--- config.mk ---
export PLATFORM = sky130hd
export DESIGN_NAME = line_sensor_zone_locator
export DESIGN_NICKNAME = d
export VERILOG_FILES = /design/src/sv/lszl_pkg.sv /design/src/sv/lszl_cfg.sv /design/src/sv/lszl_core.sv /design/src/sv/line_sensor_zone_locator.sv
export SDC_FILE = /design/constraint.sdc
export NUM_CORES = 1
export LEC_CHECK = 0
export CORE_MARGIN = 3
export CORE_UTILIZATION = 45
export CTS_CLUSTER_SIZE = 25
export DETAILED_ROUTE_END_ITERATION = 12
export DONT_BUFFER_PORTS = 1
export SYNTH_ARGS = -nofsm -noshare
export SYNTH_HDL_FRONTEND = slang
export SYNTH_SLANG_ARGS = --single-unit
--- constraint.sdc ---
create_clock -name clk -period 22.2 [get_ports clk]
set_clock_uncertainty 0.1 [all_clocks]
set_input_delay 4.44 -clock clk [delete_from_list [all_inputs] [get_ports clk]]
set_output_delay 4.44 -clock clk [all_outputs]
set_load 0.1 [all_outputs]
--- src/sv/lszl_pkg.sv ---
// Shared types and register indexes for the line sensor zone locator.
package lszl_pkg;

	localparam int unsigned ReadingWidth = 8;
	localparam int unsigned ZoneWidth = 3;
	localparam int unsigned ChannelWidth = 2;
	localparam int unsigned CountWidth = 4;
	localparam int unsigned CfgIndexWidth = 3;
	localparam int unsigned CfgDataWidth = 8;

	localparam logic [CountWidth-1:0] CountMax = 4'd15;

	// Configuration register indexes.
	typedef enum logic [CfgIndexWidth-1:0] {
		REG_TRANSIT_HORIZ_LEFT  = 3'd0,
		REG_TRANSIT_MID_LEFT    = 3'd1,
		REG_TRANSIT_MID_RIGHT   = 3'd2,
		REG_TRANSIT_HORIZ_RIGHT = 3'd3,
		REG_LOSS_THRESHOLD      = 3'd4,
		REG_SWITCH_MARGIN       = 3'd5,
		REG_JUMP_CONFIRM        = 3'd6,
		REG_UNUSED              = 3'd7
	} reg_index_t;

	// Sensor channel codes.
	typedef enum logic [ChannelWidth-1:0] {
		CH_MID_LEFT    = 2'd0,
		CH_MID_RIGHT   = 2'd1,
		CH_HORIZ_LEFT  = 2'd2,
		CH_HORIZ_RIGHT = 2'd3
	} channel_t;

	typedef struct packed {
		logic [ReadingWidth-1:0] transit_horiz_left;
		logic [ReadingWidth-1:0] transit_mid_left;
		logic [ReadingWidth-1:0] transit_mid_right;
		logic [ReadingWidth-1:0] transit_horiz_right;
		logic [ReadingWidth-1:0] loss_threshold;
		logic [ReadingWidth-1:0] switch_margin;
		logic [CountWidth-1:0]   jump_confirm;
	} cfg_t;

	typedef struct packed {
		logic [ReadingWidth-1:0] mid_left;
		logic [ReadingWidth-1:0] mid_right;
		logic [ReadingWidth-1:0] horiz_left;
		logic [ReadingWidth-1:0] horiz_right;
	} item_t;

	typedef struct packed {
		channel_t               strongest_now;
		channel_t               strongest_good;
		logic [ZoneWidth-1:0]   last_zone;
		logic [CountWidth-1:0]  jump_count;
	} track_t;

	typedef struct packed {
		logic [ZoneWidth-1:0] zone;
		channel_t             strongest_channel;
		logic                 signal_weak;
		logic                 jump_held;
	} result_t;

endpackage

--- src/sv/lszl_cfg.sv ---
// Configuration register file for the line sensor zone locator.
module lszl_cfg (
	input  logic                                clk,
	input  logic                                arst_n,
	input  logic                                cfg_we,
	input  logic [lszl_pkg::CfgIndexWidth-1:0]  cfg_index,
	input  logic [lszl_pkg::CfgDataWidth-1:0]   cfg_wdata,
	output lszl_pkg::cfg_t                      cfg
);

	lszl_pkg::cfg_t cfg_q;

	always_ff @(posedge clk or negedge arst_n) begin
		if (!arst_n) begin
			cfg_q.transit_horiz_left  <= 8'd50;
			cfg_q.transit_mid_left    <= 8'd50;
			cfg_q.transit_mid_right   <= 8'd50;
			cfg_q.transit_horiz_right <= 8'd50;
			cfg_q.loss_threshold      <= 8'd40;
			cfg_q.switch_margin       <= 8'd2;
			cfg_q.jump_confirm        <= 4'd3;
		end else if (cfg_we) begin
			unique case (lszl_pkg::reg_index_t'(cfg_index))
				lszl_pkg::REG_TRANSIT_HORIZ_LEFT:  cfg_q.transit_horiz_left  <= cfg_wdata;
				lszl_pkg::REG_TRANSIT_MID_LEFT:    cfg_q.transit_mid_left    <= cfg_wdata;
				lszl_pkg::REG_TRANSIT_MID_RIGHT:   cfg_q.transit_mid_right   <= cfg_wdata;
				lszl_pkg::REG_TRANSIT_HORIZ_RIGHT: cfg_q.transit_horiz_right <= cfg_wdata;
				lszl_pkg::REG_LOSS_THRESHOLD:      cfg_q.loss_threshold      <= cfg_wdata;
				lszl_pkg::REG_SWITCH_MARGIN:       cfg_q.switch_margin       <= cfg_wdata;
				lszl_pkg::REG_JUMP_CONFIRM:
					cfg_q.jump_confirm <= cfg_wdata[lszl_pkg::CountWidth-1:0];
				default: begin
				end
			endcase
		end
	end

	assign cfg = cfg_q;

endmodule

--- src/sv/lszl_core.sv ---
// Combinational channel tracking, zone pick and jump filter for one item.
module lszl_core (
	input  lszl_pkg::item_t   item,
	input  lszl_pkg::track_t  track,
	input  lszl_pkg::cfg_t    cfg,
	output lszl_pkg::result_t result,
	output lszl_pkg::track_t  track_next
);

	logic [lszl_pkg::ReadingWidth-1:0] val [4];

	assign val[0] = item.mid_left;
	assign val[1] = item.mid_right;
	assign val[2] = item.horiz_left;
	assign val[3] = item.horiz_right;

	always_comb begin
		logic [lszl_pkg::ChannelWidth-1:0] cur;
		logic [lszl_pkg::ReadingWidth:0]   bar;
		logic [lszl_pkg::ZoneWidth-1:0]    zone;
		logic [lszl_pkg::ZoneWidth-1:0]    diff;
		logic [lszl_pkg::CountWidth-1:0]   cnt;
		logic                              low_signal;

		// Scan in channel order; each step compares against the running pick.
		cur = track.strongest_now;
		for (int i = 0; i < 4; i++) begin
			bar = {1'b0, val[cur]} + {1'b0, cfg.switch_margin};
			if ({1'b0, val[i]} > bar) begin
				cur = lszl_pkg::ChannelWidth'(i);
			end
		end

		track_next = track;
		low_signal = (val[cur] < cfg.loss_threshold);
		if (low_signal) begin
			cur = track.strongest_good;
		end else begin
			track_next.strongest_good = lszl_pkg::channel_t'(cur);
		end
		track_next.strongest_now = lszl_pkg::channel_t'(cur);

		case (lszl_pkg::channel_t'(cur))
			lszl_pkg::CH_HORIZ_LEFT:
				zone = (item.mid_left < cfg.transit_horiz_left) ? 3'd0 : 3'd1;
			lszl_pkg::CH_MID_LEFT:
				zone = (item.mid_right < cfg.transit_mid_left) ? 3'd1 : 3'd2;
			lszl_pkg::CH_MID_RIGHT:
				zone = (item.mid_left < cfg.transit_mid_right) ? 3'd3 : 3'd2;
			default:
				zone = (item.mid_right < cfg.transit_horiz_right) ? 3'd4 : 3'd3;
		endcase

		diff = (zone > track.last_zone) ? zone - track.last_zone : track.last_zone - zone;
		cnt = (track.jump_count < lszl_pkg::CountMax) ? track.jump_count + 4'd1
			: track.jump_count;
		result.jump_held = 1'b0;
		if (diff >= 3'd2) begin
			if (cnt > cfg.jump_confirm) begin
				track_next.last_zone  = zone;
				track_next.jump_count = '0;
			end else begin
				track_next.jump_count = cnt;
				zone = track.last_zone;
				result.jump_held = 1'b1;
			end
		end else begin
			track_next.last_zone  = zone;
			track_next.jump_count = '0;
		end

		result.zone = zone;
		result.strongest_channel = lszl_pkg::channel_t'(cur);
		result.signal_weak = low_signal;
	end

endmodule

--- src/sv/line_sensor_zone_locator.sv ---
// Top level of the line sensor zone locator: item registers, tracking state and result register.
//
// The block takes one item of four normalized inductor readings and gives one result item
// with the filtered zone, the channel in use, a weak-signal flag and a jump-held flag.
// An item is captured in an input register, worked out by combinational compare logic
// against the tracking state, and written to the result register together with the state
// update, so one item goes in and one result comes out every cycle while out_ready does not
// hold back a full result register. The result is valid once the item has moved from the
// input register into the result register. Each of the two registers holds one item, so a new
// item is still accepted into an empty input register while a finished result waits.
// Configuration registers are written through a plain write port and should only be
// changed while no item is in flight.
module line_sensor_zone_locator (
	input  logic                                clk,
	input  logic                                arst_n,
	input  logic                                in_valid,
	output logic                                in_ready,
	input  logic [lszl_pkg::ReadingWidth-1:0]   mid_left,
	input  logic [lszl_pkg::ReadingWidth-1:0]   mid_right,
	input  logic [lszl_pkg::ReadingWidth-1:0]   horiz_left,
	input  logic [lszl_pkg::ReadingWidth-1:0]   horiz_right,
	output logic                                out_valid,
	input  logic                                out_ready,
	output logic [lszl_pkg::ZoneWidth-1:0]      zone,
	output logic [lszl_pkg::ChannelWidth-1:0]   strongest_channel,
	output logic                                signal_weak,
	output logic                                jump_held,
	input  logic                                cfg_we,
	input  logic [lszl_pkg::CfgIndexWidth-1:0]  cfg_index,
	input  logic [lszl_pkg::CfgDataWidth-1:0]   cfg_wdata
);

	lszl_pkg::cfg_t    cfg;
	lszl_pkg::item_t   item_s1;
	logic              valid_s1;
	lszl_pkg::track_t  track_q;
	lszl_pkg::track_t  track_next;
	lszl_pkg::result_t result;
	lszl_pkg::result_t result_s2;
	logic              valid_s2;
	logic              advance;
	logic              step;

	lszl_cfg u_cfg (
		.clk       (clk),
		.arst_n    (arst_n),
		.cfg_we    (cfg_we),
		.cfg_index (cfg_index),
		.cfg_wdata (cfg_wdata),
		.cfg       (cfg)
	);

	// The result register moves when it is empty or its item is being taken.
	assign advance  = !valid_s2 || out_ready;
	assign step     = advance && valid_s1;
	assign in_ready = !valid_s1 || advance;

	always_ff @(posedge clk or negedge arst_n) begin
		if (!arst_n) begin
			valid_s1 <= 1'b0;
		end else if (in_ready) begin
			valid_s1 <= in_valid;
		end
	end

	always_ff @(posedge clk) begin
		if (in_ready && in_valid) begin
			item_s1.mid_left    <= mid_left;
			item_s1.mid_right   <= mid_right;
			item_s1.horiz_left  <= horiz_left;
			item_s1.horiz_right <= horiz_right;
		end
	end

	lszl_core u_core (
		.item       (item_s1),
		.track      (track_q),
		.cfg        (cfg),
		.result     (result),
		.track_next (track_next)
	);

	// Tracking state only moves when an item is handed to the result register.
	always_ff @(posedge clk or negedge arst_n) begin
		if (!arst_n) begin
			track_q <= '0;
		end else if (step) begin
			track_q <= track_next;
		end
	end

	always_ff @(posedge clk or negedge arst_n) begin
		if (!arst_n) begin
			valid_s2 <= 1'b0;
		end else if (advance) begin
			valid_s2 <= valid_s1;
		end
	end

	always_ff @(posedge clk) begin
		if (step) begin
			result_s2 <= result;
		end
	end

	assign out_valid         = valid_s2;
	assign zone              = result_s2.zone;
	assign strongest_channel = result_s2.strongest_channel;
	assign signal_weak       = result_s2.signal_weak;
	assign jump_held         = result_s2.jump_held;

	// A delivered zone is always one of the five zones.
	a_zone_range: assert property (@(posedge clk) disable iff (!arst_n)
		valid_s2 |-> (result_s2.zone <= 3'd4))
		else $error("zone out of range");

	// A held jump leaves the accepted zone untouched.
	a_held_keeps_zone: assert property (@(posedge clk) disable iff (!arst_n)
		(step && result.jump_held) |=> (track_q.last_zone == $past(track_q.last_zone)))
		else $error("held jump changed last zone");

	// A weak item does not replace the last good channel.
	a_weak_keeps_good: assert property (@(posedge clk) disable iff (!arst_n)
		(step && result.signal_weak) |=>
			(track_q.strongest_good == $past(track_q.strongest_good)))
		else $error("weak item changed good channel");

	// Taking the last result with nothing behind it empties the result register.
	a_drain: assert property (@(posedge clk) disable iff (!arst_n)
		(valid_s2 && out_ready && !valid_s1) |=> !valid_s2)
		else $error("result repeated");

endmodule
Yosys cells after proc, flatten, opt, wreduce, memory -nomap -nowiden --
Cells that the tools add are included.
Storage, ports and cells: register bits after elaboration 102, input port bits 48, output and inout bits 9, logic and storage cells 105
Cells by class: $add $sub $neg 7, $lt $le $gt $ge 18, equal/unequal tests 8, multiplexer cells 32, bitwise operators 5, reduce and logical (&&, ||, !) cells 15
Operators by type and width (number):
- binary-select mux 8 bit (select 2 bit) | 5
- two-way mux 8 bit | 10
- < comparator 8 bit | 5
- adder 8 x 8 -> 9 bit | 4
- > comparator 8 x 9 -> 1 bit | 4
- greater-or-equal comparator 3 bit, second input constant | 5
- NOT 2 -> 3 bit | 5
- AND reduction 2 bit | 7
- two-way mux 2 bit | 6
- two-way mux 3 bit | 4
- equality test 3 bit, second input constant | 3
- case mux 3 bit (3 select lines) | 1
- two-way mux 4 bit | 2
- two-way mux 7 bit | 1
- equality test 3 x 2 -> 1 bit, second input constant | 2
- subtractor 3 bit | 2
- adder 4 x 1 -> 4 bit, second input constant | 1
- > comparator 4 bit | 1
- < comparator 4 bit, second input constant | 1
- equality test 3 x 1 -> 1 bit, second input constant | 1
- greater-or-equal comparator 3 x 2 -> 1 bit, second input constant | 1
- > comparator 3 bit | 1
- logical NOT 3 bit | 1
- two-way mux 1 bit | 3
- 6 further kinds | 9

Longest topological paths before layout --
Gate-level depths: netlist (run 1).
depth in word-level cells 40, mapped depth 92, depth with buffers taken out 88

Modules after synthesis --
From an unflattened synthesis (run 1), not the netlist that was laid out.
Unflattened totals: cell total of the unflattened synthesis 815, area total of the unflattened synthesis 8414.3 µm²
By module, submodules not included:
- lszl_core | times used 1, cells an instance 629, area each 4678.2 µm², sequential area each 0.0 µm²
- lszl_cfg | times used 1, cells an instance 115, area each 2014.4 µm², sequential area each 1322.5 µm²
- line_sensor_zone_locator | times used 1, cells an instance 71, area each 1721.7 µm², sequential area each 1496.4 µm²

Worst setup path before layout (run 1) --
OpenSTA, ideal clock, no wires.
path kind register -> register, start point reg track_q[7] (netlist name), end point reg track_q[5] (netlist name), setup time 125 ps, data arrival time 17605 ps, required time 21975 ps, setup slack 4370 ps, stages on the path, launching flop included 85, path buffers 5, clock period less this slack 17830 ps, cells stage by stage dfrtp_1 -> buf_2 -> buf_1 -> mux4_2 -> ha_1 -> a21o_1 -> a21oi_1 -> o21bai_1 -> a21oi_1 -> o21bai_1 -> a21oi_1 -> xor2_1 -> ha_1 -> and4_4 -> a221oi_4 -> o211ai_4 -> o21ai_1 -> clkbuf_1 -> [... 49 more ...] -> ha_1 -> a21o_1 -> a21o_1 -> a21oi_1 -> nor4b_1 -> o41ai_4 -> and3b_2 -> a21oi_4 -> mux2_4 -> mux2i_4 -> ha_1 -> inv_1 -> fa_1 -> xor2_1 -> o311ai_1 -> inv_1 -> nor2_1 -> mux2_2
RTL lines:
- start: declaration | line line_sensor_zone_locator.sv:36 | lszl_pkg::track_t track_q;
- start signal: assignment | line line_sensor_zone_locator.sv:88 | track_q <= track_next;

==> out/results.tsv, run 1 <==
metric	value	unit
post-route-cell-area	8630	um2
layoutNonFillerInstCount	1022	
grt_pass1_vias	6337	
slew_viol_final	0	
synth_top_area_frac	0.176	
vias_per_cell	6.03	
post_drt_wl_per_cell	22.3	um
setup_repair_after_global_routing_missed_its_margin	false	
critical-path-top-cell-by-count	sky130_fd_sc_hd__a21oi_1	
synthesis.nets	959	
worst_setup_path_start_kind	flop	
nNetsFinal	959	
clock_network_latency_to_the_later_pin_of_the_worst_skew_pair	350	ps
r2r_slack	2100	ps
wire_length_of_the_first_global_routing_pass	35.6	mm
timing.final.crit_share	0.905	
placed_cells_incl_taps	1006	
num_antenna_cells	0	
critical-path-slowest-cell	sky130_fd_sc_hd__dfrtp_1	
dr.pass1.iters	6	
asyncSetResetFlopFracSynth	0.618	
hpwlAfterDp	17.1	mm
synth_top_flop_cell	sky130_fd_sc_hd__dfrtp_1	
post_synthesis_instance_total	792	
post_synthesis_sequential_area_ratio	0.344	
gpl.final_weighted_congestion	0.964	
post_synth_edffs	39	
clock_path_buffers	2	
final_layout_size_suffix_gt1_frac	0.128	
timing.final.hold_violations	0	
hp-class	flop to flop	
setup_tns	0	ps
crit_required	22340	ps
floorplan.io_pins	57	
fin_util	0.496	
synthesis.area_per_instance	10.2	um2
design.die.area	19500	um2
grt_usage	0.236	
crit_arrival	20240	ps
detail-route-antenna-nets	0	
maximum_clock_frequency	49.8	MHz
die_w	140	um
clk_pin_slew_worst_paths	80	ps
critical_path.endpoint_type	flop	
yosys_reg_bits	102	
worstHoldPathCells	2	
period_needed	20100	ps
setup_bufs_post_cts	0	
cts_tree	yes	
drv.max_cap_violation_count	0	
fp-row-count	48	
vias	6159	
m1WireLength	10.3	mm
coreArea	17400	um2
drc_errors	0	
grt_overflow_total	0	
max_slew_margin	0.261	
ctsRootBufferMaster	sky130_fd_sc_hd__clkbuf_16	
drt_iter0_drc	618	
placement.io_buffers	0	
netlist_area	8050	um2
cts_sinks	102	
post-synth-top-area-cell	sky130_fd_sc_hd__ha_1	
pin_count_of_the_biggest_net_entering_global_routing	64	
synth.area.top_cells	sky130_fd_sc_hd__ha_1, sky130_fd_sc_hd__edfxtp_1, sky130_fd_sc_hd__dfrtp_1	
die_height	140	um
cts_buffers	9	
ys.warnings.count	0	
worst-slew-pin-transition	1100	ps
netlist-cell-type-count	74	
placement.cell_area	8310	um2
timing.critical_path.slowest_cell_delay	870	ps
topRoutingLayerUsed	met4	
worstPathMaxFanout	17	
area_growth	7.24	%
setup_viol	0	
met2_length	10.8	mm
post_cts.resized_instances	0	
timing.setup.critical_path_class	flop to flop	
antenna_found_initial	0	
timing.reg2reg.worst_path_depth	79	
met3_wirelength	1.34	mm
status	finished clean	
cts.htree.levels	3	
routed_wl	22.8	mm
post_cts_hold_buffer_count	0	
initial_core_util	0.462	
==> cell usage in the layout, fill, tap and decap left out, types with 5 or more instances in the layout <==
cell and n:
sky130_fd_sc_hd__ha_1 113, sky130_fd_sc_hd__nand2_1 77, sky130_fd_sc_hd__inv_1 68, sky130_fd_sc_hd__o21ai_0 56, sky130_fd_sc_hd__dfrtp_1 46, sky130_fd_sc_hd__a21o_1 44
sky130_fd_sc_hd__a21oi_1 43, sky130_fd_sc_hd__edfxtp_1 39, sky130_fd_sc_hd__nor2_1 38, sky130_fd_sc_hd__mux2_2 29, sky130_fd_sc_hd__xnor2_1 20, sky130_fd_sc_hd__dfstp_2 17
sky130_fd_sc_hd__nand3_1 16, sky130_fd_sc_hd__mux2i_1 16, sky130_fd_sc_hd__clkbuf_16 11, sky130_fd_sc_hd__nand4_1 10, sky130_fd_sc_hd__nand2b_1 10, sky130_fd_sc_hd__o21bai_1 8
sky130_fd_sc_hd__a21boi_0 8, sky130_fd_sc_hd__o21a_1 7, sky130_fd_sc_hd__o22ai_1 7, sky130_fd_sc_hd__mux4_2 7, sky130_fd_sc_hd__a31oi_1 6, sky130_fd_sc_hd__xor2_1 6
sky130_fd_sc_hd__fa_1 6, sky130_fd_sc_hd__and2_1 5, sky130_fd_sc_hd__buf_4 5
==> cell families (layout without fill, tap and decap cells) <==
| family | count (synthesis) | in the layout | share of synthesized area |
|---|---|---|---|
| fa+ha+maj | 119 | 119 | 0.191 |
| mux | 56 | 56 | 0.0884 |
| compound gates | 225 | 225 | 0.202 |
| flops | 102 | 102 | 0.344 |
| simple gates | 180 | 180 | 0.107 |
| xor+xnor | 26 | 26 | 0.0283 |
| buf+inv | 84 | 89 | 0.0398 |
==> critical path, delay by kind of cell, from the launching register on <==
kind                       cells  cell delay (ps)
muxes                          4             1520
adders and majority gates     12             3480
AOI/OAI and AO/OA             43             9980
and+or+nand+nor               13             3010
xor gates and xnor gates       5              750
DFF                            1              870
buffers and inverters          2              290
==> final timing paths <==
path                                    start             to
worst max-delay path               track_q[7]     track_q[6]
worst min-delay path            u_cfg.cfg[41]  u_cfg.cfg[41]
worst max register to register     track_q[7]     track_q[6]
worst min register to register  u_cfg.cfg[41]  u_cfg.cfg[41]
max in group asynchronous              arst_n  u_cfg.cfg[24]
min in group asynchronous              arst_n     track_q[8]
==> Yosys cell counts (7+ instances only) <==
cell                       instances
sky130_fd_sc_hd__a21boi_0          8
sky130_fd_sc_hd__a21o_1           44
sky130_fd_sc_hd__a21oi_1          43
sky130_fd_sc_hd__clkbuf_1         12
sky130_fd_sc_hd__dfrtp_1          46
sky130_fd_sc_hd__dfstp_2          17
sky130_fd_sc_hd__edfxtp_1         39
sky130_fd_sc_hd__ha_1            113
sky130_fd_sc_hd__inv_1            68
sky130_fd_sc_hd__mux2_2           29
sky130_fd_sc_hd__mux2i_1          16
sky130_fd_sc_hd__mux4_2            7
sky130_fd_sc_hd__nand2_1          77
sky130_fd_sc_hd__nand2b_1         10
sky130_fd_sc_hd__nand3_1          16
sky130_fd_sc_hd__nand4_1          10
sky130_fd_sc_hd__nor2_1           38
sky130_fd_sc_hd__o21a_1            7
sky130_fd_sc_hd__o21ai_0          56
sky130_fd_sc_hd__o21bai_1          8
sky130_fd_sc_hd__o22ai_1           7
sky130_fd_sc_hd__xnor2_1          20
==> cell type report <==
type | count | area, um2
timing repair buffer | 5 | 37.5
fill | 1613 | 8780
multi-input combinational | 606 | 4960
inverter | 68 | 255
clock inverter | 5 | 53.8
tap | 225 | 282
clock buffer | 11 | 275
sequential | 102 | 2770
==> routing by layer <==
metal  track usage  vias to the layer above
li1              -                     2903
met1         0.329                     3007
met5             0                        -
met3        0.0375                       34
met4        0.0617                        0
met2         0.384                      215
==> per-stage QoR <==
stage          setup WS (ps)  hold slack, ps
3_3_place_gp            3060             370
4_1_cts                 2300             410
3_5_place_dp            2340             395
5_1_grt                  666             430
2_1_floorplan           4370             357
6_report                2100             406
==> sequential cells by signal, indices dropped and copies added (netlist names) <==
signal and count:
item_s1 32, jump_held 1, out_valid 1, signal_weak 1, strongest_channel 2, track_q 9, u_cfg.cfg 52, valid_s1 1
zone 3
Power of run 1 is left out: the tool's default activity adds up to more than one toggle a clock period on the data nets, which glitch-free logic cannot reach.
==> inputs of run 2 (changes only) <==
--- a/config.mk
+++ b/config.mk
@@ -10,6 +10,8 @@
 export CTS_CLUSTER_SIZE = 25
 export DETAILED_ROUTE_END_ITERATION = 12
 export DONT_BUFFER_PORTS = 1
+export PLACE_DENSITY = 0.71
+export RECOVER_POWER = 25
 export SYNTH_ARGS = -nofsm -noshare
 export SYNTH_HDL_FRONTEND = slang
 export SYNTH_SLANG_ARGS = --single-unit
==> run 2 against run 1 <==
- wire length is 9.0% lower
- hold slack got worse by 4.1 ps
- cell count is essentially flat
- sequential cell count is the same
- sequential share of layout area is essentially flat
- highest routed layer unchanged
==> out/results.tsv, run 2 (synthesis gave the netlist of run 1 again) <==
metric	value	unit
critical_path.endpoint_type	flop	
maximum_clock_frequency	51.1	MHz
pin_count_of_the_biggest_net_entering_global_routing	64	
slew_viol_final	0	
worst-slew-pin-transition	1100	ps
cts_sinks	102	
reg2reg_to	track_q[5]	
crit_arrival	19700	ps
timing.final.crit_share	0.881	
num_antenna_cells	0	
placement.io_buffers	0	
drv.max_cap_violation_count	0	
vias_per_cell	5.95	
floorplan.io_pins	57	
cpLargestDelayFamily	compound AO/OA/AOI/OAI gates	
max_slew_margin	0.266	
nNetsFinal	958	
antenna_found_initial	0	
timing.final.hold_violations	0	
status	finished clean	
worst_setup_path_start_kind	flop	
hp-class	flop to flop	
hold_end	out_valid	
timing.setup.critical_path_class	flop to flop	
routed_wl	20.7	mm
hpwlAfterDp	15.1	mm
post_cts_hold_buffer_count	0	
coreArea	17400	um2
timing.critical_path.slowest_cell_delay	850	ps
drc_errors	0	
post_cts.resized_instances	0	
layout_commonest_cell	sky130_fd_sc_hd__ha_1	
cts_tree	yes	
crit-reg2reg-launch	track_q[7]	
fp-row-count	48	
drt_iter0_drc	626	
worst_hold_startpoint	valid_s1	
largest_register_ffs	52	
die_w	140	um
crit_required	22350	ps
initial_core_util	0.462	
setup_tns	0	ps
grt_usage	0.216	
worstHoldPathCells	1	
grt_pass1_vias	5974	
critical-path-top-cell-by-count	sky130_fd_sc_hd__ha_1	
setup_bufs_post_cts	0	
final_layout_size_suffix_gt1_frac	0.128	
post_drt_wl_per_cell	20.3	um
setup_viol	0	
vias	6080	
ctsRootBufferMaster	sky130_fd_sc_hd__clkbuf_16	
area_growth	7.27	%
r2r_slack	2640	ps
wire_length_of_the_first_global_routing_pass	33.1	mm
worstPathMaxFanout	17	
detail-route-antenna-nets	0	
clk_pin_slew_worst_paths	70	ps
timing.reg2reg.worst_path_depth	77	
cts_buffers	9	
cts.htree.levels	3	
cp.buffers_inverters	2	
clock_path_buffers	2	
setup_repair_after_global_routing_missed_its_margin	false	
design.die.area	19500	um2
clock_network_latency_to_the_later_pin_of_the_worst_skew_pair	360	ps
final_cell_mix	sky130_fd_sc_hd__ha_1, sky130_fd_sc_hd__nand2_1, sky130_fd_sc_hd__inv_1, sky130_fd_sc_hd__o21ai_0, sky130_fd_sc_hd__dfrtp_1	
die_height	140	um
gpl.final_weighted_congestion	0.959	
dr.pass1.iters	5	
grt_overflow_total	0	
critical-path-slowest-cell	sky130_fd_sc_hd__dfrtp_1	
period_needed	19560	ps
num-fill-cells	1582	
run 2: cell count changes in the layout (fill, tap and decap cells not counted), sizes merged:
cell	previous run	this run
buf	5	4
clkbuf	11	12
clkinv	2	1
run 2: cell type report:
| cell class | count | area [um2] | share of cell area |
|---|---|---|---|
| Clock buffer | 12 | 300 | 0.0348 |
| Sequential cell | 102 | 2770 | 0.321 |
| Clock inverter | 4 | 37.5 | 0.00435 |
| Multi-Input combinational cell | 606 | 4960 | 0.575 |
| Timing Repair Buffer | 4 | 30.0 | 0.00348 |
| Inverter | 68 | 255 | 0.0296 |
| Tap cell | 225 | 282 | 0.0326 |
run 2: metal layers:
metal / vias to the layer above / global-route usage / share of wire
met5: - / 0 / 0
met4: 0 / 0.0597 / 0.020
met3: 39 / 0.0670 / 0.091
met2: 264 / 0.330 / 0.45
met1: 2877 / 0.297 / 0.44
li1: 2900 / - / -
run 2: metrics by stage:
step,area [um2],util,hold WS (ps),std cells,worst slack (ps)
detailed placement,8300,0.477,393,1005,2870
finish,8640,0.496,402,1021,2640
CTS,8640,0.496,406,1021,2790
global placement,8300,0.477,388,1005,3240
global route,8640,0.496,425,1021,1240
floorplan,8050,-,357,792,4370
run 2: worst max-delay path by stage:
| stage | from | end | slack, ps | cells after the start |
|---|---|---|---|---|
| global route | track_q[7] | track_q[6] | 1240 | 77 |
| global placement | track_q[7] | track_q[6] | 3240 | 77 |
| finish | track_q[7] | track_q[5] | 2640 | 77 |
| detailed placement | track_q[7] | track_q[5] | 2870 | 79 |
| floorplan | track_q[7] | track_q[5] | 4370 | 84 |
| CTS | track_q[7] | track_q[5] | 2790 | 79 |
Power of run 2 is left out for the same reason.
==> inputs of run 3 (changes only) <==
--- a/config.mk
+++ b/config.mk
@@ -5,12 +5,14 @@
 export SDC_FILE = /design/constraint.sdc
 export NUM_CORES = 1
 export LEC_CHECK = 0
+export CELL_PAD_IN_SITES_DETAIL_PLACEMENT = 1
+export CELL_PAD_IN_SITES_GLOBAL_PLACEMENT = 1
 export CORE_MARGIN = 3
 export CORE_UTILIZATION = 45
 export CTS_CLUSTER_SIZE = 25
 export DETAILED_ROUTE_END_ITERATION = 12
 export DONT_BUFFER_PORTS = 1
-export PLACE_DENSITY = 0.71
+export PLACE_DENSITY = 0.83
 export RECOVER_POWER = 25
 export SYNTH_ARGS = -nofsm -noshare
 export SYNTH_HDL_FRONTEND = slang
==> run 3 against run 2 <==
- core utilization down 0.16 points
- critical endpoint unchanged
- hold slack better by 4.1 ps
- sequential share of layout area up 0.10 points
- highest routed layer unchanged
==> out/results.tsv, run 3 (synthesis gave the netlist of run 1 again) <==
metric	value	unit
worst_setup_path_start_kind	flop	
vias	6334	
setup_repair_after_global_routing_missed_its_margin	false	
final_critical_path_setup_slack	2120	ps
clock_network_latency_to_the_later_pin_of_the_worst_skew_pair	360	ps
clk_pin_slew_worst_paths	80	ps
dr.pass1.iters	5	
layout.area.seq	2770	um2
multi_input_area	4960	um2
vias_per_cell	6.20	
capture_point_of_the_worst_path	track_q[5]	
grt_pass1_vias	6793	
ctsRootBufferMaster	sky130_fd_sc_hd__clkbuf_16	
period_needed	20080	ps
setup_viol	0	
final_cell_mix	sky130_fd_sc_hd__ha_1, sky130_fd_sc_hd__nand2_1, sky130_fd_sc_hd__inv_1, sky130_fd_sc_hd__o21ai_0, sky130_fd_sc_hd__dfrtp_1	
num-fill-cells	1953	
num_antenna_cells	0	
timing.final.crit_share	0.905	
reg2reg_to	track_q[5]	
fin_util	0.494	
post_cts.resized_instances	0	
crit_start	track_q[7]	
timing.reg2reg.worst_path_depth	79	
largest_register_ffs	52	
drc_errors	0	
cts_sinks	102	
placed_cells_incl_taps	1005	
grt_overflow_total	0	
worstSetupPathDepth	79	
max_slew_margin	0.264	
setup_tns	0	ps
cts_buffers	9	
wire_length_of_the_first_global_routing_pass	38.0	mm
crit_arrival	20230	ps
critical_path.endpoint_type	flop	
coreArea	17400	um2
timing.final.hold_violations	0	
critical-path-slowest-cell	sky130_fd_sc_hd__dfrtp_1	
placement.setup.worst_slack	2390	ps
cts_tree	yes	
crit-reg2reg-launch	track_q[7]	
setup_bufs_post_cts	0	
pin_count_of_the_biggest_net_entering_global_routing	64	
design.die.area	19500	um2
hpwlAfterDp	17.7	mm
cpLargestDelayFamily	compound AO/OA/AOI/OAI gates	
antenna_found_initial	0	
slew_viol_final	0	
layoutNonFillerInstCount	1021	
worst-slew-pin-transition	1100	ps
nNetsFinal	958	
area_growth	6.93	%
clock_path_buffers	2	
fp-row-count	48	
die_w	140	um
floorplan.io_pins	57	
cp.buffers_inverters	2	
timing.critical_path.slowest_cell_delay	880	ps
post_cts_hold_buffer_count	0	
die_height	140	um
detail-route-antenna-nets	0	
final_layout_size_suffix_gt1_frac	0.128	
worstPathMaxFanout	17	
post_drt_wl_per_cell	23.5	um
timing.setup.critical_path_class	flop to flop	
crit_required	22350	ps
initial_core_util	0.462	
drv.max_cap_violation_count	0	
grt_usage	0.248	
layout_commonest_cell	sky130_fd_sc_hd__ha_1	
hp-class	flop to flop	
r2r_slack	2120	ps
cts.htree.levels	3	
drt_iter0_drc	529	
placement.io_buffers	0	
routed_wl	24.0	mm
status	finished clean	
maximum_clock_frequency	49.8	MHz
gpl.final_weighted_congestion	0.943	
==> run 3: cell count changes in the layout (fill, tap and decap cells not counted), sizes merged <==
cell	before	now
clkbuf	12	10
clkinv	1	2
clkinvlp	0	1
==> run 3: per-stage QoR <==
step / area, um2 / hold WS, ps
2_1_floorplan: 8050 / 357
3_5_place_dp: 8300 / 394
4_1_cts: 8610 / 410
3_3_place_gp: 8300 / 385
6_report: 8610 / 406
5_1_grt: 8610 / 419
==> run 3: worst min path at each step <==
stage | from | to | slack, ps | depth (start not counted)
6_report | u_cfg.cfg[3] | u_cfg.cfg[3] | 410 | 1
5_1_grt | u_cfg.cfg[22] | u_cfg.cfg[22] | 420 | 1
4_1_cts | u_cfg.cfg[22] | u_cfg.cfg[22] | 410 | 1
3_5_place_dp | u_cfg.cfg[3] | u_cfg.cfg[3] | 390 | 1
3_3_place_gp | valid_s1 | out_valid | 390 | 1
2_1_floorplan | valid_s1 | out_valid | 360 | 1
==> run 3: final cells by class <==
class                      instances  share of cell area
multi-input combinational        606               0.577
timing repair buffer               4             0.00349
clock buffer                      10              0.0291
tap                              225              0.0327
inverter                          68              0.0296
clock inverter                     6             0.00698
sequential                       102               0.322
==> run 3: worst register-to-register path: cells and delay by family, from the launching register on <==
kind	cells	cell delay (ps)
buf+inv	2	270
fa+ha+maj	11	3100
compound gates	47	10820
mux	4	1550
simple gates	10	2500
xor+xnor	5	760
flops	1	880
==> run 3: routing by layer <==
layer  vias to the layer above  global-route usage  part of all wire
li1                       2890                   -                 -
met1                      3127               0.321              0.41
met2                       250               0.405              0.48
met3                        67              0.0598             0.077
met4                         0              0.0928             0.033
met5                         -                   0                 0
Power of run 3 is left out for the same reason.
